--- src/rtl/lstw_pkg.sv ---
// ----------------------------------------------------------------------------
// lstw_pkg
// shared types, constants and helper functions of the scan-to-world block
// ----------------------------------------------------------------------------
`default_nettype none

package lstw_pkg;

  localparam int MAX_BEAMS    = 2048;
  localparam int ANGLE_BITS   = 16;
  localparam int PHASE_BITS   = 20;
  localparam int CORDIC_STEPS = 16;
  localparam int STEP_W       = 4;
  localparam int IDX_W        = 11;
  localparam int REG_IDX_W    = 3;

  localparam logic signed [32:0] CORDIC_X0 = 33'sd652032874;
  localparam logic [PHASE_BITS-1:0] KEEP_MASK =
    PHASE_BITS'(((1 << PHASE_BITS) - 1) & ~((1 << (PHASE_BITS - ANGLE_BITS)) - 1));
  localparam logic [PHASE_BITS-1:0] HALF_TURN = PHASE_BITS'(1 << (PHASE_BITS - 1));

  typedef enum logic [REG_IDX_W-1:0] {
    REG_MIN_RANGE     = 3'd0,
    REG_MAX_RANGE     = 3'd1,
    REG_FIRST_ANGLE   = 3'd2,
    REG_ANGLE_STEP    = 3'd3,
    REG_SCAN_INTERVAL = 3'd4,
    REG_REF_POSITION  = 3'd5
  } reg_idx_t;

  typedef enum logic {
    CMD_POSE   = 1'b0,
    CMD_SAMPLE = 1'b1
  } cmd_t;

  typedef struct packed {
    logic [15:0] min_range;
    logic [15:0] max_range;
    logic [15:0] first_angle;
    logic [15:0] angle_step;
    logic [15:0] scan_interval;
    logic [31:0] ref_position;
  } cfg_t;

  typedef struct packed {
    cmd_t             cmd;
    logic             keep;
    logic             en;
    logic [15:0]      range;
    logic [IDX_W-1:0] idx;
    logic [31:0]      travel;
    logic [31:0]      start_x;
    logic [31:0]      start_y;
  } item_t;

  typedef struct packed {
    logic signed [32:0] x;
    logic signed [32:0] y;
    logic signed [20:0] z;
    logic               flip;
  } cordic_t;

  function automatic logic signed [20:0] atan_val(input logic [STEP_W-1:0] i);
    logic signed [20:0] v;
    case (i)
      4'd0:    v = 21'sd131072;
      4'd1:    v = 21'sd77376;
      4'd2:    v = 21'sd40884;
      4'd3:    v = 21'sd20753;
      4'd4:    v = 21'sd10417;
      4'd5:    v = 21'sd5213;
      4'd6:    v = 21'sd2607;
      4'd7:    v = 21'sd1304;
      4'd8:    v = 21'sd652;
      4'd9:    v = 21'sd326;
      4'd10:   v = 21'sd163;
      4'd11:   v = 21'sd81;
      4'd12:   v = 21'sd41;
      4'd13:   v = 21'sd20;
      4'd14:   v = 21'sd10;
      default: v = 21'sd5;
    endcase
    return v;
  endfunction

  function automatic logic signed [31:0] sat32(input logic signed [39:0] v);
    logic signed [31:0] r;
    if (v > 40'sd2147483647) r = 32'sh7fffffff;
    else if (v < -40'sd2147483648) r = 32'sh80000000;
    else r = v[31:0];
    return r;
  endfunction

  function automatic logic signed [15:0] sat16(input logic signed [18:0] v);
    logic signed [15:0] r;
    if (v > 19'sd32767) r = 16'sh7fff;
    else if (v < -19'sd32768) r = 16'sh8000;
    else r = v[15:0];
    return r;
  endfunction

endpackage

`default_nettype wire

--- src/rtl/lstw_cfg.sv ---
// ----------------------------------------------------------------------------
// lstw_cfg
// configuration register file with index decode
// ----------------------------------------------------------------------------
`default_nettype none

module lstw_cfg (
  input  wire logic                            clk,
  input  wire logic                            rst_n,
  input  wire logic                            wr_en,
  input  wire logic [lstw_pkg::REG_IDX_W-1:0]  wr_index,
  input  wire logic [31:0]                     wr_data,
  output lstw_pkg::cfg_t                       cfg
);

  lstw_pkg::cfg_t cfg_r;

  always_ff @(posedge clk) begin
    if (!rst_n) begin
      cfg_r.min_range     <= 16'd20;
      cfg_r.max_range     <= 16'd60000;
      cfg_r.first_angle   <= 16'hA000;
      cfg_r.angle_step    <= 16'd46;
      cfg_r.scan_interval <= 16'd0;
      cfg_r.ref_position  <= 32'd0;
    end else if (wr_en) begin
      unique case (lstw_pkg::reg_idx_t'(wr_index))
        lstw_pkg::REG_MIN_RANGE:     cfg_r.min_range     <= wr_data[15:0];
        lstw_pkg::REG_MAX_RANGE:     cfg_r.max_range     <= wr_data[15:0];
        lstw_pkg::REG_FIRST_ANGLE:   cfg_r.first_angle   <= wr_data[15:0];
        lstw_pkg::REG_ANGLE_STEP:    cfg_r.angle_step    <= wr_data[15:0];
        lstw_pkg::REG_SCAN_INTERVAL: cfg_r.scan_interval <= wr_data[15:0];
        lstw_pkg::REG_REF_POSITION:  cfg_r.ref_position  <= wr_data;
        default: ;
      endcase
    end
  end

  assign cfg = cfg_r;

endmodule

`default_nettype wire

--- config.mk ---
export PLATFORM = sky130hd
export DESIGN_NAME = lstw_cfg
export DESIGN_NICKNAME = d
export VERILOG_FILES = /design/src/rtl/lstw_pkg.sv /design/src/rtl/lstw_cfg.sv
export SDC_FILE = /design/constraint.sdc
export NUM_CORES = 1
export LEC_CHECK = 0
export CAP_MARGIN = 20
export CORE_ASPECT_RATIO = 1.5
export CORE_MARGIN = 2
export CORE_UTILIZATION = 35
export DETAILED_ROUTE_END_ITERATION = 6
export DONT_BUFFER_PORTS = 1
export PLACE_DENSITY = 0.54
export SLEW_MARGIN = 30
export SYNTH_ARGS = -nofsm -noshare
export SYNTH_HDL_FRONTEND = slang
export SYNTH_SLANG_ARGS = --single-unit
--- constraint.sdc ---
create_clock -name clk -period 2.9 [get_ports clk]
set_clock_uncertainty 0.05 [all_clocks]
set_input_delay 0.58 -clock clk [delete_from_list [all_inputs] [get_ports clk]]
set_output_delay 0.58 -clock clk [all_outputs]
set_load 0.05 [all_outputs]
==> reports/metrics.csv <==
metric;value;unit
drt-wirelength-per-cell;17.93;um
dp_hpwl;6.930;mm
start_kind;flop;
std_cell_rows;49;
drive_above_1_share;0.05405;
cp-end-kind;output port;
synth.net_count;459;
hp-start;wr_data[30];
final_core_util;0.3897;
drt_wl_total;10.04;mm
p_per_area;677.3;nW/um2
critical_path_depth;0;
met3_length;726;um
slew_headroom;0.5008;
cts_setup_buffers;0;
htree_levels;3;
crit_type;flop to output port;
gp_congestion;0.7558;
seqPwrFrac;0.543;
status;completed;
power.switching;0.7572;mW
port_buffers;0;
p_int;2.399;mW
crit_fanout;2;
p_comb_frac;0.035;
met2WireLength;4.920;mm
synth_top_family_by_area;multiplexers;
grt_pass1_vias;2784;
die-area;13090;um2
largest_reg_flops;112;
netlist_area;4259;um2
overflow;0;
cts_buffers;9;
synthToLayoutAreaGrowth;9.401;%
max-vdd-ir-drop;0.2792;mV
antenna_found_initial;0;
cts.path.max_buffers;2;
wl_met1;4.154;mm
fp.dieH;139.1;um
clk_pin_slew;0.07;ns
synth.area.mux_share;0.2632;
synth.avg_cell_area;10.12;um2
drt_iter0_drc;84;
worstPathArrival;1.03;ns
synthXorXnorAreaFrac;0;
timing.rr.start;cfg[74]$_SDFFE_PN0P_;
setup_viol;0;
drc;0;
synth_edf_count;0;
vias;2719;
rsz0062_at_grt;false;
hold_path_class;primary input to flop;
drv_slew;0;
cts-resized-gates;0;
clkPwrFrac;0.422;
required;2.27;ns
leakage;2.184;nW
r2r_cells;2;
grt_usage;0.1557;
die_w;94.07;um
synthCells;421;
io_pins;150;
synthSimpleGateAreaFrac;0.1719;
r2r-end;cfg[74]$_SDFFE_PN0P_;
ys.flop_type;dfxtp_1;
max_cap_violations;0;
seq_area_frac_synth;0.5264;
yosysWarnings;0;
min_period;1.656;ns
synth_compound_area_frac;0;
first_pass_iters;5;
setup.worst_path.end;cfg[80];
cts_tree;built;
initial_core_util;0.3563;
vias_per_cell;4.855;
fin_nets;441;
finalCritPeriodShare;0.5711;
synth_async_sr_flop_share;0;
ys_types;16;
insertion_delay;0.34;ns
hold_violations;0;
r2r_slack;1.85;ns
crit_start;cfg[80]$_SDFFE_PN0P_;
cts_root_buf;clkbuf_16;
swShare;0.2399;
fmax;603.8;MHz
grt_pass1_wl;15.48;mm
cts.sinks;112;
top_layer_used;met4;
grt_max_degree;156;
detail-route-antenna-nets;0;
synth_seq_cells;112;
cts_hold_buf;0;
synthAdderAreaFrac;0;
core;11960;um2
diodes;0;
tightest_slew;0.7488;ns
tns;0;ns
power groups by stage:
stage | clock [mW] | combinational, mW | sequential (mW)
final | 1.33 | 0.111 | 1.71
after global routing | 1.43 | 0.125 | 1.72
after CTS | 1.37 | 0.115 | 1.72
after detailed placement | 0 | 0.115 | 1.75
after global placement | 0 | 0.111 | 1.75
after floorplan | 0 | 0.121 | 1.74
cells in the mapped netlist (2+ instances only):
library cell	n	area, um2
nor2b_1	26	162.7
mux2i_1	112	1121
buf_6	2	22.52
buf_4	2	15.01
dfxtp_1	112	2242
nand2_1	129	484.2
clkbuf_1	18	67.56
nand4b_1	2	17.52
nand4bb_1	2	22.52
buf_2	10	50.05
routing by layer:
| metal | global-route usage | up-vias |
|---|---|---|
| met5 | 0 | - |
| met4 | 0.06789 | 0 |
| met3 | 0.05163 | 15 |
| met2 | 0.2534 | 88 |
| met1 | 0.1851 | 1279 |
| li1 | - | 1337 |
worst min-delay path by stage:
| stage | to | slack, ns | cells after the start |
|---|---|---|---|
| final | cfg[30]$_SDFFE_PN0P_ | 0.31 | 2 |
| after global placement | cfg[17]$_SDFFE_PN0P_ | 0.63 | 2 |
| after global routing | cfg[24]$_SDFFE_PN0P_ | 0.31 | 2 |
| after floorplan | cfg[61]$_SDFFE_PN0P_ | 0.62 | 2 |
| after detailed placement | cfg[96]$_SDFFE_PN0P_ | 0.64 | 2 |
| after CTS | cfg[30]$_SDFFE_PN0P_ | 0.30 | 2 |
through the flow:
stage / instances / instance area, um2 / worst slack, ns / hold slack (ns) / power, mW
after floorplan: 421 / 4259 / 1.131 / 0.6238 / 1.863
after global placement: 545 / 4339 / 0.9879 / 0.6312 / 1.862
after detailed placement: 545 / 4339 / 0.9771 / 0.6402 / 1.866
after CTS: 560 / 4659 / 1.228 / 0.3001 / 3.198
after global routing: 560 / 4659 / 1.198 / 0.3083 / 3.273
final: 560 / 4659 / 1.244 / 0.3138 / 3.156
cells in the final DEF (no fill, tap or decap), drive strengths merged:
cell type and n:
clkinv 2, nor4bb 1, nor4b 1, clkinvlp 1
nand4bb 2, mux2i 112, nand2 129, nand4b 2
nor2b 26, and4b 1, buf 5, dfxtp 112
bufinv 2, clkbuf 10, or4b 1
area by class of cell:
| type | count | area [um2] |
|---|---|---|
| repair buffers | 5 | 37.54 |
| well taps | 153 | 191.4 |
| clock buffers | 10 | 239.0 |
| clock inverters | 5 | 81.33 |
| fillers | 1199 | 7296 |
| flip-flops and latches | 112 | 2242 |
| multi-input cells | 275 | 1868 |
logic make-up after synthesis:
family / Yosys count
buf+inv: 34
flops: 112
mux: 112
simple gates: 163
Note: power is estimated with default switching activity, not from simulation.
